[config.mk]
export PLATFORM = sky130hd
export DESIGN_NAME = mdr_mul
export DESIGN_NICKNAME = d
export VERILOG_FILES = /design/src/mdr_pkg.sv /design/src/mdr_mul.sv
export SDC_FILE = /design/constraint.sdc
export NUM_CORES = 2
export LEC_CHECK = 0
export BUFFER_PORTS_ARGS = -buffer_cell sky130_fd_sc_hd__buf_2
export CAP_MARGIN = 20
export CORE_ASPECT_RATIO = 1.1
export CORE_MARGIN = 8
export CORE_UTILIZATION = 25
export CTS_CLUSTER_SIZE = 40
export DETAILED_ROUTE_END_ITERATION = 10
export GPL_TIMING_DRIVEN = 0
export PLACE_DENSITY = 0.48
export RECOVER_POWER = 25
export SETUP_SLACK_MARGIN = 0.2
export SLEW_MARGIN = 20
export SYNTH_ARGS = -nofsm -noshare
export SYNTH_HDL_FRONTEND = slang
export SYNTH_SLANG_ARGS = --single-unit
[constraint.sdc]
create_clock -name clk_i -period 8.8 [get_ports clk_i]
set_input_delay 1.76 -clock clk_i [delete_from_list [all_inputs] [get_ports clk_i]]
set_output_delay 1.76 -clock clk_i [all_outputs]
set_load 0.01 [all_outputs]
[src/mdr_pkg.sv]
// shared types, constants and the arctangent table of the mecanum dead reckoning block
package mdr_pkg;

  // cordic datapath widths
  localparam int unsigned CW = 40;
  localparam int unsigned ZW = 32;

  // shared multiplier operand widths
  localparam int unsigned MUL_A_W = 39;
  localparam int unsigned MUL_B_W = 32;
  localparam int unsigned MUL_P_W = MUL_A_W + MUL_B_W;

  // cordic gain, Q1.30
  localparam logic [ZW-1:0] GAIN_Q30 = 32'd652032874;

  // quadrant constants on a 32-bit binary angle
  localparam logic [ZW-1:0] QUARTER_TURN = 32'h4000_0000;
  localparam logic [ZW-1:0] THREE_QUARTER_TURN = 32'hC000_0000;
  localparam logic [ZW-1:0] HALF_TURN = 32'h8000_0000;

  // configuration register indexes
  localparam logic CFG_SPEED_SCALE = 1'b0;
  localparam logic CFG_WHEEL_INVERT = 1'b1;

  // input modes
  localparam logic [1:0] MODE_WHEEL = 2'd0;
  localparam logic [1:0] MODE_ORIENT = 2'd1;
  localparam logic [1:0] MODE_TICK = 2'd2;

  // request to the cordic unit
  typedef struct packed {
    logic start;
    logic vectoring;
  } cordic_req_t;

  // arctangent of 2^-i as a 32-bit binary angle
  function automatic logic [ZW-1:0] atan_entry(input logic [4:0] idx);
    logic [ZW-1:0] v;
    case (idx)
      5'd0: v = 32'd536870912;
      5'd1: v = 32'd316933406;
      5'd2: v = 32'd167458907;
      5'd3: v = 32'd85004756;
      5'd4: v = 32'd42667331;
      5'd5: v = 32'd21354465;
      5'd6: v = 32'd10679838;
      5'd7: v = 32'd5340245;
      5'd8: v = 32'd2670163;
      5'd9: v = 32'd1335087;
      5'd10: v = 32'd667544;
      5'd11: v = 32'd333772;
      5'd12: v = 32'd166886;
      5'd13: v = 32'd83443;
      5'd14: v = 32'd41722;
      5'd15: v = 32'd20861;
      5'd16: v = 32'd10430;
      5'd17: v = 32'd5215;
      5'd18: v = 32'd2608;
      5'd19: v = 32'd1304;
      5'd20: v = 32'd652;
      5'd21: v = 32'd326;
      5'd22: v = 32'd163;
      5'd23: v = 32'd81;
      default: v = '0;
    endcase
    return v;
  endfunction

endpackage

[src/mdr_mul.sv]
// shared signed multiplier with a registered product
module mdr_mul
  import mdr_pkg::*;
(
  input  logic                      clk_i,
  input  logic signed [MUL_A_W-1:0] a_i,
  input  logic signed [MUL_B_W-1:0] b_i,
  output logic signed [MUL_P_W-1:0] p_o
);

  logic signed [MUL_P_W-1:0] p_q;

  // one product per cycle
  always_ff @(posedge clk_i) begin
    p_q <= MUL_P_W'(a_i) * MUL_P_W'(b_i);
  end

  assign p_o = p_q;

endmodule

==> Yosys cells after proc, flatten, opt, wreduce, memory -nomap -nowiden <==
Cells that the tools add are included.
{ "word_totals": {"word_cells": 2, "out_inout_bits": 71, "reg_bits": 71, "inputBits": 72} }
{ "classes": {"multipliers": 1} }
{ "op_table": {"columns": ["op", "count"], "rows": [
  ["$mul A39 B32 Y71", 1]
]} }

==> Depth between registers and ports, before layout <==
{ "depth": {"word_depth": 1, "ltp_mapped": 30, "depth_no_buf": 28} }

==> Worst setup path before layout <==
No wires, ideal clock.
{ "synth_timing": {"path_kind": "input port to flip-flop", "start": "input a_i[38]", "end": "register p_q[67], in the netlist p_o[67]", "arrival_ns": 9.040, "slack_ns": -0.312, "t_required_ns": 8.728, "setup_ns": 0.072, "path_buffers": 2, "path_stages": 27, "cell_sequence": "clkbuf_1 nand2_1 inv_1 fa_1 fa_1 fa_1 fa_1 inv_1 fa_1 inv_1 fa_1 inv_1 fa_1 inv_1 fa_1 ha_1 clkbuf_1 a21o_1 a21o_1 a21oi_1 nor2b_1 o21a_1 o21ai_0 nand2b_1 o31a_1 nor2_1 xnor2_1"} }
{ "synth_between": {"elab_chain_cells": 1} }
{ "synth_lines": {"columns": ["element", "line_no", "source"], "rows": [
  ["start: declaration", "mdr_mul.sv:6", "input logic signed [MUL_A_W-1:0] a_i,"],
  ["$mul A39 B32 Y71", "mdr_mul.sv:15", "p_q <= MUL_P_W'(a_i) * MUL_P_W'(b_i);"],
  ["end signal: assignment", "mdr_mul.sv:15", null],
  ["end: declaration", "mdr_mul.sv:11", "logic signed [MUL_P_W-1:0] p_q;"]
]} }
Every way passes these cells.

==> Worst setup path after layout <==
{ "layout_timing": {"start": "input b_i[11]", "end": "register p_q[67], in the netlist p_o[67]"} }
{ "layout_between": {"elab_chain_cells": 1} }
{ "layout_lines": {"columns": ["element", "line_no", "source"], "rows": [
  ["start: declaration", "mdr_mul.sv:7", "input logic signed [MUL_B_W-1:0] b_i,"],
  ["$mul A39 B32 Y71", "mdr_mul.sv:15", null]
]} }
Every way passes these cells.

==> results_dict.tcl <==
set metrics [dict create \
    drive_above_1_share_pct 14.7 \
    post-place-ws_ps -2850 \
    path_class "primary input to flop" \
    violations "negative setup slack" \
    portBuffers 111 \
    first_iter_violations 2509 \
    whs_ps 1770 \
    synth_top_cell_by_area "fa_1" \
    fmax_mhz 113 \
    report.final.hold_viol_count 0 \
    multi_input_area_um2 37900 \
    rows 161 \
    post_synth.cell_area_avg_um2 9.10 \
    synth_top_area_share_pct 58.6 \
    tns_ps -159 \
    cts.clk_slew.worst_paths_ps 60 \
    antenna_found_initial 24 \
    netlist_area_um2 44100 \
    initial_core_util_pct 25.2 \
    layout_common_cells "inv_1 (1302), fa_1 (1248), nand2_1 (913), and2_1 (321), ha_1 (173)" \
    areaGrowthSynthToFinish_pct 22.1 \
    synth_seq_area_share_pct 3.22 \
    post_drt_via_cell_ratio 4.62 \
    dieArea_um2 190000 \
    register_area_um2 1420 \
    required_ps 9120 \
    largest_register_ff_count 71 \
    first_pass_iters 5 \
    cts.sinks 71 \
    layout.nets 6720 \
    die_w_um 416 \
    min_path_type "primary input to flop" \
    syn_nets 6409 \
    cp_max_fo 4 \
    gp_routability_congestion 0.986 \
    wl_per_cell_um 25.6 \
    antenna_left 0 \
    synthCells 4847 \
    ys_ff_latch 71 \
    overflow 0 \
    grt_pass1_wl_um 275000 \
    worst_setup_path_end_kind "flop" \
    maxSlewHeadroom_pct 49.0 \
    worst_path_most_repeated_cell "fa_1" \
    io_pins 143 \
    async_reset_ff_share_pct 0 \
    synth_edf_count 0 \
    critPathLaunch "b_i[11]" \
    cts_max_level 3 \
    yosys.cell_types.count 59 \
    grt_pass1_vias 38300 \
    final_common_cell "inv_1" \
    worst_slew_pin_slew_ps 764 \
    drc_errors 0 \
    grt_usage_pct 20.1 \
    ys.flop_type "dfxtp_1" \
    rsz0062_at_grt "yes" \
    cts_inserted_buffers 9 \
    ys_top_cells_by_area "fa_1 (59%), inv_1 (11%), nand2_1 (7.9%)" \
    crit_end "p_o[67]" \
    fin_ws_ps -75.2 \
    cap_violations 0 \
    slowest_delay_ps 580 \
    setup_viol 3 \
    start_kind "primary input" \
    core_area_um2 175000 \
    ys_warn_count 0 \
    die_y_um 457 \
    n_fill_cell 18500 \
    dr_total_vias 34500 \
    clock_path_buffers 2 \
    min_period_ps 8880 \
    status "finished, violations left" \
    cts_tree "yes" \
    cts-root-buf "clkbuf_16" \
    finalCritPeriodShare_pct 101 \
    cp.arrival_ps 9190 \
    routed_wl_um 191000 \
    grt_max_degree 19 \
    place_hpwl_um 156000 \
    hp-start "b_i[0]" \
    slew_violations 0 \
    critPathSlowestCell "fa_1" \
]
-- worst min path at each step --
| stage | endpoint | cells after the start |
|---|---|---|
| after floorplan | p_o[0] | 0 |
| after global placement | p_o[30] | 1 |
| after detailed placement | p_o[42] | 1 |
| after CTS | p_o[0] | 2 |
| after global routing | p_o[0] | 2 |
| final | p_o[0] | 2 |
-- metrics by stage --
step	utilization (%)	cell area, um^2	std cells
floorplan	-	44300	4847
global placement	27.2	47700	7240
detailed placement	27.3	47800	7242
CTS	30.4	53300	7416
global route	30.7	53800	7447
finish	30.7	53900	7456
-- worst max-delay path, delay by kind of cell --
family / cells / cell delay [ps]
XOR/XNOR: 1 / 120
AND/OR/NAND/NOR: 5 / 610
AO/OA/AOI/OAI: 5 / 1030
adder cells (fa/ha/maj): 9 / 4400
buffers and inverters: 10 / 1240
-- synthesized netlist by cell type, drive strengths merged (4+ instances only) --
cell	instances
o21bai	11
fa	1292
a2111oi	6
a21o	33
dfxtp	71
nand4	11
and2	332
o21ai	40
clkbuf	253
a31oi	4
o21a	11
nand3	13
nand2	929
or2	4
nor3	9
a21oi	74
inv	1329
and3	8
nor2	60
xnor2	50
nor2b	10
nand2b	20
ha	198
xor2	23
a211oi	8
-- metal layers --
layer	vias to the layer above	global-route usage, %	routed length [um]
met5	-	0	12
met4	2	12.1	14900
met3	499	4.20	14700
met2	1523	33.1	89100
met1	18200	24.3	72400
li1	14200	-	-
-- final cells by class --
class,instances,area share [%]
Clock buffer,9,0.418
Buffer,256,7.21
Multi-Input combinational cell,3191,70.3
Tap cell,2282,5.30
Inverter,1329,9.29
Clock inverter,7,0.137
Timing Repair Buffer,300,4.63
Sequential cell,71,2.64
Antenna cell,11,0.0511
-- kinds of logic (layout without fill, tap and decap cells) --
| logic type | after synthesis | in the layout | share of synthesized area (%) |
|---|---|---|---|
| other cells | 0 | 11 | 0 |
| xor+xnor | 73 | 73 | 1.45 |
| mux | 2 | 2 | 0.0454 |
| buf+inv | 1585 | 1901 | 13.5 |
| simple gates | 1407 | 1407 | 14.3 |
| flops | 71 | 71 | 3.22 |
| fa+ha+maj | 1490 | 1490 | 64.3 |
| compound gates | 219 | 219 | 3.21 |
-- repair_timing --
| item | CTS | global route |
|---|---|---|
| pin swaps | 120 | 63 |
| cloned | 5 | 0 |
| buffers inserted | 153 | 29 |
| resized for setup | 894 | 101 |
| hold buffers | 0 | 0 |
| setup endpoints to repair | 49 | 34 |
Power is left out: the tool's default activity adds up to more than one toggle a clock period on the data nets, which glitch-free logic cannot reach.
