$ cat config.mk
export PLATFORM = sky130hd
export DESIGN_NAME = mdr_cordic
export DESIGN_NICKNAME = d
export VERILOG_FILES = /design/src/mdr_pkg.sv /design/src/mdr_cordic.sv
export SDC_FILE = /design/constraint.sdc
export NUM_CORES = 1
export LEC_CHECK = 0
export BUFFER_PORTS_ARGS = -buffer_cell sky130_fd_sc_hd__buf_2
export CAP_MARGIN = 40
export CORE_MARGIN = 2
export CORE_UTILIZATION = 25
export CTS_CLUSTER_SIZE = 14
export DETAILED_ROUTE_END_ITERATION = 8
export PLACE_DENSITY = 0.37
export SLEW_MARGIN = 30
export SYNTH_ARGS = -nofsm -noshare
export SYNTH_HDL_FRONTEND = slang
export SYNTH_SLANG_ARGS = --single-unit
$ cat constraint.sdc
create_clock -name clk_i -period 10 [get_ports clk_i]
set_input_delay 2 -clock clk_i [delete_from_list [all_inputs] [get_ports clk_i]]
set_output_delay 2 -clock clk_i [all_outputs]
set_load 0.005 [all_outputs]
$ cat src/mdr_pkg.sv
// shared types, constants and the arctangent table of the mecanum dead reckoning block
package mdr_pkg;

  // cordic datapath widths
  localparam int unsigned CW = 40;
  localparam int unsigned ZW = 32;

  // shared multiplier operand widths
  localparam int unsigned MUL_A_W = 39;
  localparam int unsigned MUL_B_W = 32;
  localparam int unsigned MUL_P_W = MUL_A_W + MUL_B_W;

  // cordic gain, Q1.30
  localparam logic [ZW-1:0] GAIN_Q30 = 32'd652032874;

  // quadrant constants on a 32-bit binary angle
  localparam logic [ZW-1:0] QUARTER_TURN = 32'h4000_0000;
  localparam logic [ZW-1:0] THREE_QUARTER_TURN = 32'hC000_0000;
  localparam logic [ZW-1:0] HALF_TURN = 32'h8000_0000;

  // configuration register indexes
  localparam logic CFG_SPEED_SCALE = 1'b0;
  localparam logic CFG_WHEEL_INVERT = 1'b1;

  // input modes
  localparam logic [1:0] MODE_WHEEL = 2'd0;
  localparam logic [1:0] MODE_ORIENT = 2'd1;
  localparam logic [1:0] MODE_TICK = 2'd2;

  // request to the cordic unit
  typedef struct packed {
    logic start;
    logic vectoring;
  } cordic_req_t;

  // arctangent of 2^-i as a 32-bit binary angle
  function automatic logic [ZW-1:0] atan_entry(input logic [4:0] idx);
    logic [ZW-1:0] v;
    case (idx)
      5'd0: v = 32'd536870912;
      5'd1: v = 32'd316933406;
      5'd2: v = 32'd167458907;
      5'd3: v = 32'd85004756;
      5'd4: v = 32'd42667331;
      5'd5: v = 32'd21354465;
      5'd6: v = 32'd10679838;
      5'd7: v = 32'd5340245;
      5'd8: v = 32'd2670163;
      5'd9: v = 32'd1335087;
      5'd10: v = 32'd667544;
      5'd11: v = 32'd333772;
      5'd12: v = 32'd166886;
      5'd13: v = 32'd83443;
      5'd14: v = 32'd41722;
      5'd15: v = 32'd20861;
      5'd16: v = 32'd10430;
      5'd17: v = 32'd5215;
      5'd18: v = 32'd2608;
      5'd19: v = 32'd1304;
      5'd20: v = 32'd652;
      5'd21: v = 32'd326;
      5'd22: v = 32'd163;
      5'd23: v = 32'd81;
      default: v = '0;
    endcase
    return v;
  endfunction

endpackage

$ cat src/mdr_cordic.sv
// iterative cordic unit, one micro-rotation per cycle, vectoring or rotation
module mdr_cordic
  import mdr_pkg::*;
#(
  parameter int unsigned CORDIC_STEPS = 16
) (
  input  logic                 clk_i,
  input  logic                 rst_ni,
  input  cordic_req_t          req_i,
  input  logic signed [CW-1:0] x0_i,
  input  logic signed [CW-1:0] y0_i,
  input  logic [ZW-1:0]        z0_i,
  output logic                 done_o,
  output logic signed [CW-1:0] x_o,
  output logic signed [CW-1:0] y_o,
  output logic [ZW-1:0]        z_o
);

  logic signed [CW-1:0] x_q, x_d, y_q, y_d;
  logic [ZW-1:0] z_q, z_d;
  logic [4:0] i_q, i_d;
  logic busy_q, busy_d, done_q, done_d, vec_q, vec_d;
  logic signed [CW-1:0] xs, ys;
  logic [ZW-1:0] ang;
  logic pos_dir;

  // one micro-rotation on the current vector
  always_comb begin
    xs = x_q >>> i_q;
    ys = y_q >>> i_q;
    ang = atan_entry(i_q);
    pos_dir = vec_q ? y_q[CW-1] : !z_q[ZW-1];
    x_d = x_q;
    y_d = y_q;
    z_d = z_q;
    i_d = i_q;
    busy_d = busy_q;
    vec_d = vec_q;
    done_d = 1'b0;
    if (req_i.start) begin
      x_d = x0_i;
      y_d = y0_i;
      z_d = z0_i;
      i_d = '0;
      busy_d = 1'b1;
      vec_d = req_i.vectoring;
    end else if (busy_q) begin
      if (pos_dir) begin
        x_d = x_q - ys;
        y_d = y_q + xs;
        z_d = z_q - ang;
      end else begin
        x_d = x_q + ys;
        y_d = y_q - xs;
        z_d = z_q + ang;
      end
      i_d = i_q + 5'd1;
      if (i_q == 5'(CORDIC_STEPS - 1)) begin
        busy_d = 1'b0;
        done_d = 1'b1;
      end
    end
  end

  // control state
  always_ff @(posedge clk_i or negedge rst_ni) begin
    if (!rst_ni) begin
      busy_q <= 1'b0;
      done_q <= 1'b0;
      i_q <= '0;
      vec_q <= 1'b0;
    end else begin
      busy_q <= busy_d;
      done_q <= done_d;
      i_q <= i_d;
      vec_q <= vec_d;
    end
  end

  // vector and angle registers
  always_ff @(posedge clk_i) begin
    x_q <= x_d;
    y_q <= y_d;
    z_q <= z_d;
  end

  assign done_o = done_q;
  assign x_o = x_q;
  assign y_o = y_q;
  assign z_o = z_q;

endmodule
# After elaboration in Yosys (flattened, before gate mapping)
# Memory sizes are Yosys's and may differ from the RTL's.
# Cells that the tools add are included.
[word_totals]
regBits = 120
wordCells = 38
n_memories = 1
out_inout_bits = 113
romBits = 960
[memory_table]
columns = ["memory", "depth", "width", "read_ports", "rd_ports_with_merged_regs", "write_ports", "line", "source"]
rows = [
  ["(no name shown)", 32, 30, 1, 0, 0, "mdr_pkg.sv:39", "case (idx)"],
]
[op_classes]
n_mux = 18
n_eq_ne = 1
shift = 2
n_reduce_logical = 2
addsub = 7
[ops]
columns = ["cell", "count"]
rows = [
  ["two-way mux 40 bit", 6],
  ["two-way mux 32 bit", 3],
  ["adder 40 bit", 2],
  [">>> shifter 40 x 5 -> 40 bit", 2],
  ["subtractor 40 bit", 2],
  ["adder 32 bit", 1],
  ["subtractor 32 bit", 1],
  ["two-way mux 5 bit", 2],
  ["two-way mux 1 bit", 7],
  ["adder 5 x 1 -> 5 bit (second input constant)", 1],
  ["equality test 5 x 4 -> 1 bit (second input constant)", 1],
  ["nonzero test 2 bit", 1],
  ["zero test 1 bit", 1],
]

# Depth between registers and ports, before layout
# Gate-level depths: netlist of the first run.
[depth]
word_depth = 5
mapped_depth = 29

# Least setup slack after synthesis of the first run
# Ideal clock, no wire load.
[synth_timing]
path_kind = "flip-flop to flip-flop"
startpoint = "register i_q[0]"
endpoint = "register y_q[39] (netlist: y_o[39]) (data pin)"
setup_slack_ns = 3.334
path_buffers = 6
t_required_ns = 9.736
t_arrival_ns = 6.402
period_less_slack_ns = 6.666
path_stages_with_launch = 29
path_cell_list = "dfrtp_1 buf_2 buf_2 buf_2 buf_4 buf_2 buf_1 mux4_2 a222oi_1 nand2_1 inv_1 ha_1 and3_1 nand4_4 or3_1 or4_4 nand2_1 xor2_1 ha_1 a21o_1 a21o_1 a221o_1 nand2_1 o21ai_0 or2_2 o41ai_1 o21ai_0 xnor2_1 o21ai_1"
[synth_between]
elab_chain_len = 5
[synth_rtl]
columns = ["element", "line", "source"]
rows = [
  ["from (decl)", "mdr_cordic.sv:21", "logic [4:0] i_q, i_d;"],
  ["from (signal assigned)", "mdr_cordic.sv:75", "i_q <= i_d;"],
  [">>> shifter 40 x 5 -> 40 bit *", "mdr_cordic.sv:29", "xs = x_q >>> i_q;"],
  ["subtractor 40 bit or adder 40 bit (tied branches)", "mdr_cordic.sv:54, mdr_cordic.sv:50", ""],
  ["two-way mux 40 bit *", "mdr_cordic.sv:48", "if (pos_dir) begin"],
  ["two-way mux 40 bit *", "mdr_cordic.sv:47", "end else if (busy_q) begin"],
  ["two-way mux 40 bit *", "mdr_cordic.sv:40", "if (req_i.start) begin"],
  ["via y_d[39]", "mdr_cordic.sv:19", "logic signed [CW-1:0] x_q, x_d, y_q, y_d;"],
  ["to (signal assigned)", "mdr_cordic.sv:83", "y_q <= y_d;"],
  ["to (decl)", "mdr_cordic.sv:19", ""],
]
# The timed path passes the listed nets; every way through them passes the cells marked *. The select of a mux whose other input is x is not followed.
# A chain may end at the register's enable or synchronous reset.

# Final worst setup path of the first run
[layout_timing]
startpoint = "register i_q[0]"
endpoint = "register x_q[39] (netlist: x_o[39]) (data pin)"
[layout_between]
elab_chain_len = 5
[layout_rtl]
columns = ["element", "line", "source"]
rows = [
  [">>> shifter 40 x 5 -> 40 bit *", "mdr_cordic.sv:30", "ys = y_q >>> i_q;"],
  ["adder 40 bit or subtractor 40 bit (tied branches)", "mdr_cordic.sv:53, mdr_cordic.sv:49", ""],
  ["two-way mux 40 bit *", "mdr_cordic.sv:48", ""],
  ["two-way mux 40 bit *", "mdr_cordic.sv:47", ""],
  ["two-way mux 40 bit *", "mdr_cordic.sv:40", ""],
  ["via x_d[39]", "mdr_cordic.sv:19", ""],
  ["to (signal assigned)", "mdr_cordic.sv:82", "x_q <= x_d;"],
  ["to (decl)", "mdr_cordic.sv:19", ""],
]
# Marked as above.

==> impl_metrics.ini, run 1 <==
[status]
outcome = finished, final reports clean

[finish]
final_cell_mix = nand2_1 (260), buf_2 (229), a21oi_1 (179)
final_common_cell = nand2_1
design_area_um2 = 20900
drive_gt1_share_pct = 21.1
nNetsFinal = 2513
syn_to_final_growth_pct = 15.4

[drt]
drt_iter0_drc = 1547
drc = 0
vias_per_cell = 5.53
via_count = 17900
firstDrtPassIters = 6
wl_per_cell_um = 24.4
drt_wl_total_um = 79000
antenna_left = 0

[sta]
max_slew_margin_pct = 36.1
hold_viol = 0
tightestPinTransition_ns = 0.956
max_freq_mhz = 127
finalWorstSetupSlack_ns = 2.15
rsz0062_at_grt = no
period_needed_ns = 7.85
clock_skew_ns = 0.0102
period_share_pct = 78.5
report.final.setup_viol = 0
finalMaxSlewViolations = 0
finalSetupTns_ns = 0

[placement]
place_area_um2 = 20200
io_buffers = 228
hpwlAfterDp_um = 62500
dp_slack_ns = 2.15
place_congestion = 0.899

[worst_setup_path]
end_kind = flop
worst-setup-path-type = flop to flop
critPathRequiredTime_ns = 10.22
cp-start-kind = flop
path_max_fanout = 45
startpoint = i_q[0]
timing.rr.start = i_q[0]
critPathArrivalTime_ns = 8.07

[clock_tree]
cts.sinks = 120
clockBufferDepth = 2
clk_pin_slew_ns = 0.06
root_buffer = clkbuf_16
hold_buffers = 0
postCtsSetupBuffers = 0
clk_latency_ns = 0.49
cts_tree = built
cts_resized = 0
htree_levels = 4
cts_buffers = 17

[grt]
antenna_found_initial = 1
grtUsageTotal_pct = 20.9
grt_max_degree = 91
grt_pass1_vias = 17200
overflow = 0
grt_pass1_wl_um = 117000

[floorplanning]
core-area_um2 = 71600
rows = 98
ios = 229
die_y_um = 273
dieArea_um2 = 74500
start_util_pct = 25.3
die_w_um = 273

[logic_synthesis]
synthSimpleGateAreaFrac_pct = 16.5
synth_cell_type_count = 96
yosys_warnings = 0
synth_area_leaders = edfxtp_1 (19%), mux4_2 (11%), ha_1 (8.6%), nand2_1 (5.4%), a21oi_1 (5.0%)
yosysSeqAreaShare_pct = 19.7
syn-num-nets = 2350
synth_compound_gate_area_share_pct = 23.7
synth_xor_xnor_area_share_pct = 9.44
synth-adder-area-share_pct = 8.98
synth.area.mux_share_pct = 17.5
synth.largest_area_cell = edfxtp_1
synthFlopType = edfxtp_1
synth_area_per_cell_um2 = 8.59
syn_inst = 2106
synth_top_family_by_area = compound AO/OA/AOI/OAI gates
synth.ff_latch_count = 120
synth_area_um2 = 18100
synth-edff-count = 112
async_reset_ff_share_pct = 6.67
yosysTopAreaCellShare_pct = 18.6

[min_path]
hp-start = vec_q
hold_class = flop to flop

[flow_run]
timing.max_cap.violations = 0
[flip-flops by register name, summed over array words and instances (netlist names)]
register	count
x_o	40
y_o	40
z_o	32
i_q	5
busy_q	1
done_o	1
vec_q	1
[layer usage]
layer | vias to the layer above | global-route usage (%) | wire [um]
met3 | 66 | 2.72 | 4750
met2 | 664 | 32.0 | 35300
li1 | 8317 | - | -
met1 | 8841 | 30.9 | 37700
met4 | 0 | 4.64 | 1310
met5 | - | 0 | 0
[path summary, 6_finish.rpt]
| path | endpoint | depth (start not counted) | slack (ns) |
|---|---|---|---|
| max | x_o[39] | 22 | 2.15 |
| min | vec_q | 1 | 0.63 |
| max reg2reg | x_o[39] | 22 | 2.15 |
| min reg2reg | vec_q | 1 | 0.63 |
| max in group asynchronous | i_q[1] | 1 | 8.43 |
| min in group asynchronous | done_o | 1 | 1.36 |
[critical path, cell delays in order (launching register included)]
cell and delay, ns:
dfrtp_4 0.89, buf_4 0.65, mux4_2 0.61, a22o_1 0.29, a211oi_1 0.47, nor3b_1 0.42, nand4bb_1 0.33, nor4_4 0.55
and2_1 0.32, a21oi_1 0.12, mux2i_1 0.13, a31oi_1 0.22, ha_1 0.35, a21oi_1 0.36, o221ai_1 0.19, a31oi_1 0.23
o211ai_1 0.12, a41oi_1 0.44, o21a_1 0.27, a21oi_1 0.12, a31oi_1 0.20, xnor2_1 0.14, o21ai_1 0.07
[cell families after synthesis]
| family | count (synthesis) |
|---|---|
| xor+xnor | 195 |
| fa+ha+maj | 128 |
| buf+inv | 170 |
| simple gates | 630 |
| compound gates | 671 |
| mux | 192 |
| flops | 120 |
[through the flow]
| step | std cells | util (%) | hold slack, ns |
|---|---|---|---|
| 2_1_floorplan | 2106 | - | 0.535 |
| 3_3_place_gp | 3193 | 28.1 | 0.618 |
| 3_5_place_dp | 3198 | 28.2 | 0.625 |
| 4_1_cts | 3230 | 29.1 | 0.641 |
| 5_1_grt | 3232 | 29.1 | 0.653 |
| 6_report | 3233 | 29.1 | 0.633 |
[cell type report]
type / count / area, um2
timing repair buffer: 266 / 1510
tap: 950 / 1190
inverter: 48 / 180
antenna: 1 / 2.50
sequential: 120 / 3580
clock buffer: 17 / 425
multi-input combinational: 1816 / 13800
clock inverter: 15 / 176
fill: 7768 / 50700
[synthesized netlist by cell type (all sizes together), types with 32 or more instances]
| cell | count |
|---|---|
| inv | 47 |
| mux4 | 91 |
| a21oi | 180 |
| buf | 55 |
| ha | 125 |
| nor3 | 32 |
| xor2 | 99 |
| nor2 | 140 |
| edfxtp | 112 |
| mux2i | 45 |
| mux2 | 56 |
| xnor2 | 96 |
| a31oi | 34 |
| nand2 | 262 |
| o21ai | 177 |
| clkbuf | 67 |
| a21o | 55 |
Power of run 1 is not shown: default switching activity piles up to over one toggle a cycle in this logic, so the estimate is an artifact.
==> run 2: changes to the inputs <==
--- a/config.mk
+++ b/config.mk
@@ -11,7 +11,7 @@
 export CORE_UTILIZATION = 25
 export CTS_CLUSTER_SIZE = 14
 export DETAILED_ROUTE_END_ITERATION = 8
-export PLACE_DENSITY = 0.37
+export PLACE_DENSITY = 0.38
 export SLEW_MARGIN = 30
 export SYNTH_ARGS = -nofsm -noshare
 export SYNTH_HDL_FRONTEND = slang
==> constraint.sdc (replaced) <==
create_clock -name clk_i -period 6.7 [get_ports clk_i]
set_input_delay 1.34 -clock clk_i [delete_from_list [all_inputs] [get_ports clk_i]]
set_output_delay 1.34 -clock clk_i [all_outputs]
set_load 0.005 [all_outputs]
==> run 2 against run 1 <==
Net effect:
- maximum frequency rose by 22%
- flip-flop and latch count did not move
- final area rose by 7.6%
- first-iteration DRC count fell by 6.6%
- global-route usage rose by 0.76 points
==> impl_metrics.ini, run 2 (synthesis gave the netlist of run 1 again) <==
[worst_setup_path]
critPathRequiredTime_ns = 6.92
end_kind = flop
cp-start-kind = flop
worst-setup-path-type = flop to flop
critPathArrivalTime_ns = 6.66
path_max_fanout = 37

[finish]
utilization_pct = 31.4
nFillCells = 7766
syn_to_final_growth_pct = 24.1
nNetsFinal = 2691
final_common_cell = nand2_1
drive_gt1_share_pct = 27.6
final_cell_mix = nand2_1 (260), buf_2 (227), buf_4 (203)
ff_latch_area_um2 = 3580
multiInputGateArea_um2 = 13900

[placement]
hpwlAfterDp_um = 66600
io_buffers = 228
place_congestion = 0.921

[sta]
clock_skew_ns = 0.0184
period_needed_ns = 6.44
max_freq_mhz = 155
tightestPinTransition_ns = 0.820
hold_viol = 0
rsz0062_at_grt = yes
period_share_pct = 96.1
report.final.setup_viol = 0
finalMaxSlewViolations = 0
max_slew_margin_pct = 44.9

[drt]
drc = 0
wl_per_cell_um = 23.9
firstDrtPassIters = 5
vias_per_cell = 5.38
drt_iter0_drc = 1445
via_count = 18400
antenna_left = 0
drt_wl_total_um = 81600

[grt]
grtUsageTotal_pct = 21.6
antenna_found_initial = 4
overflow = 0
grt_max_degree = 83
grt_pass1_vias = 18200
grt_pass1_wl_um = 120000

[floorplanning]
core-area_um2 = 71600
rows = 98
dieArea_um2 = 74500
die_y_um = 273
ios = 229
start_util_pct = 25.3
die_w_um = 273

[clock_tree]
clockBufferDepth = 2
clk_pin_slew_ns = 0.06
clk_latency_ns = 0.50
hold_buffers = 0
cts.sinks = 120
root_buffer = clkbuf_16
htree_levels = 4
cts_buffers = 17
cts_tree = built

[min_path]
hold_class = flop to flop

[flow_run]
timing.max_cap.violations = 0

[status]
outcome = finished, final reports clean
## run 2: final timing paths
check | from | end | slack (ns) | cells after the start
worst max register to register | i_q[2] | x_o[39] | 0.26 | 24
worst min register to register | vec_q | vec_q | 0.62 | 1
worst min-delay path | vec_q | vec_q | 0.62 | 1
min in group asynchronous | rst_ni | done_o | 0.69 | 1
worst max-delay path | i_q[2] | x_o[39] | 0.26 | 24
max in group asynchronous | rst_ni | i_q[1] | 5.79 | 1
## run 2: worst max-delay path: stages, from the launching register on
cell and delay [ns]:
dfrtp_4 0.56, buf_12 0.25, mux2_2 0.40, mux4_2 0.62, a222oi_1 0.47, and2_0 0.34
nand3_1 0.21, nor4b_4 0.41, buf_4 0.22, and2_1 0.21, nand2_1 0.07, o21ai_1 0.16
xor2_1 0.21, ha_1 0.30, nand3_2 0.14, o221ai_1 0.14, a31oi_1 0.23, o211ai_1 0.14
a41oi_2 0.18, buf_4 0.17, o21a_1 0.18, a21oi_1 0.09, a31oi_1 0.21, xnor2_1 0.14
o21ai_1 0.07
## run 2: cell type report
cell class | count | area share, %
tap | 950 | 5.29
timing repair buffer | 444 | 13.0
sequential | 120 | 15.9
inverter | 48 | 0.802
multi-input combinational | 1816 | 62.0
antenna | 5 | 0.0557
clock buffer | 18 | 1.91
clock inverter | 14 | 0.980
## run 2: what timing repair did
item	in CTS	in global routing
endpoints found under the setup margin	15	31
resized for setup	1	39
gates cloned	0	1
pin swaps	0	9
buffers inserted	7	3
## run 2: stage by stage
stage	area (um2)	instances	hold slack [ns]	TNS (ns)	worst slack (ns)
finish	22500	3415	0.624	0	0.258
global route	22500	3413	0.665	-0.205	-0.0732
CTS	22300	3406	0.635	0	0.0224
detailed placement	21500	3367	0.623	-1.16	-0.187
global placement	21500	3366	0.614	-3.95	-0.430
floorplan	18100	2106	0.535	0	0.0339
## run 2: per-layer routing
metal / routed length [um] / up-vias / part of all wire, % / GRT usage (%)
li1: - / 8698 / - / -
met1: 37900 / 9064 / 46 / 29.9
met2: 36800 / 547 / 45 / 33.7
met3: 4890 / 78 / 6.0 / 4.11
met4: 1900 / 0 / 2.3 / 7.26
met5: 0 / - / 0 / 0
Power of run 2 is left out for the same reason.
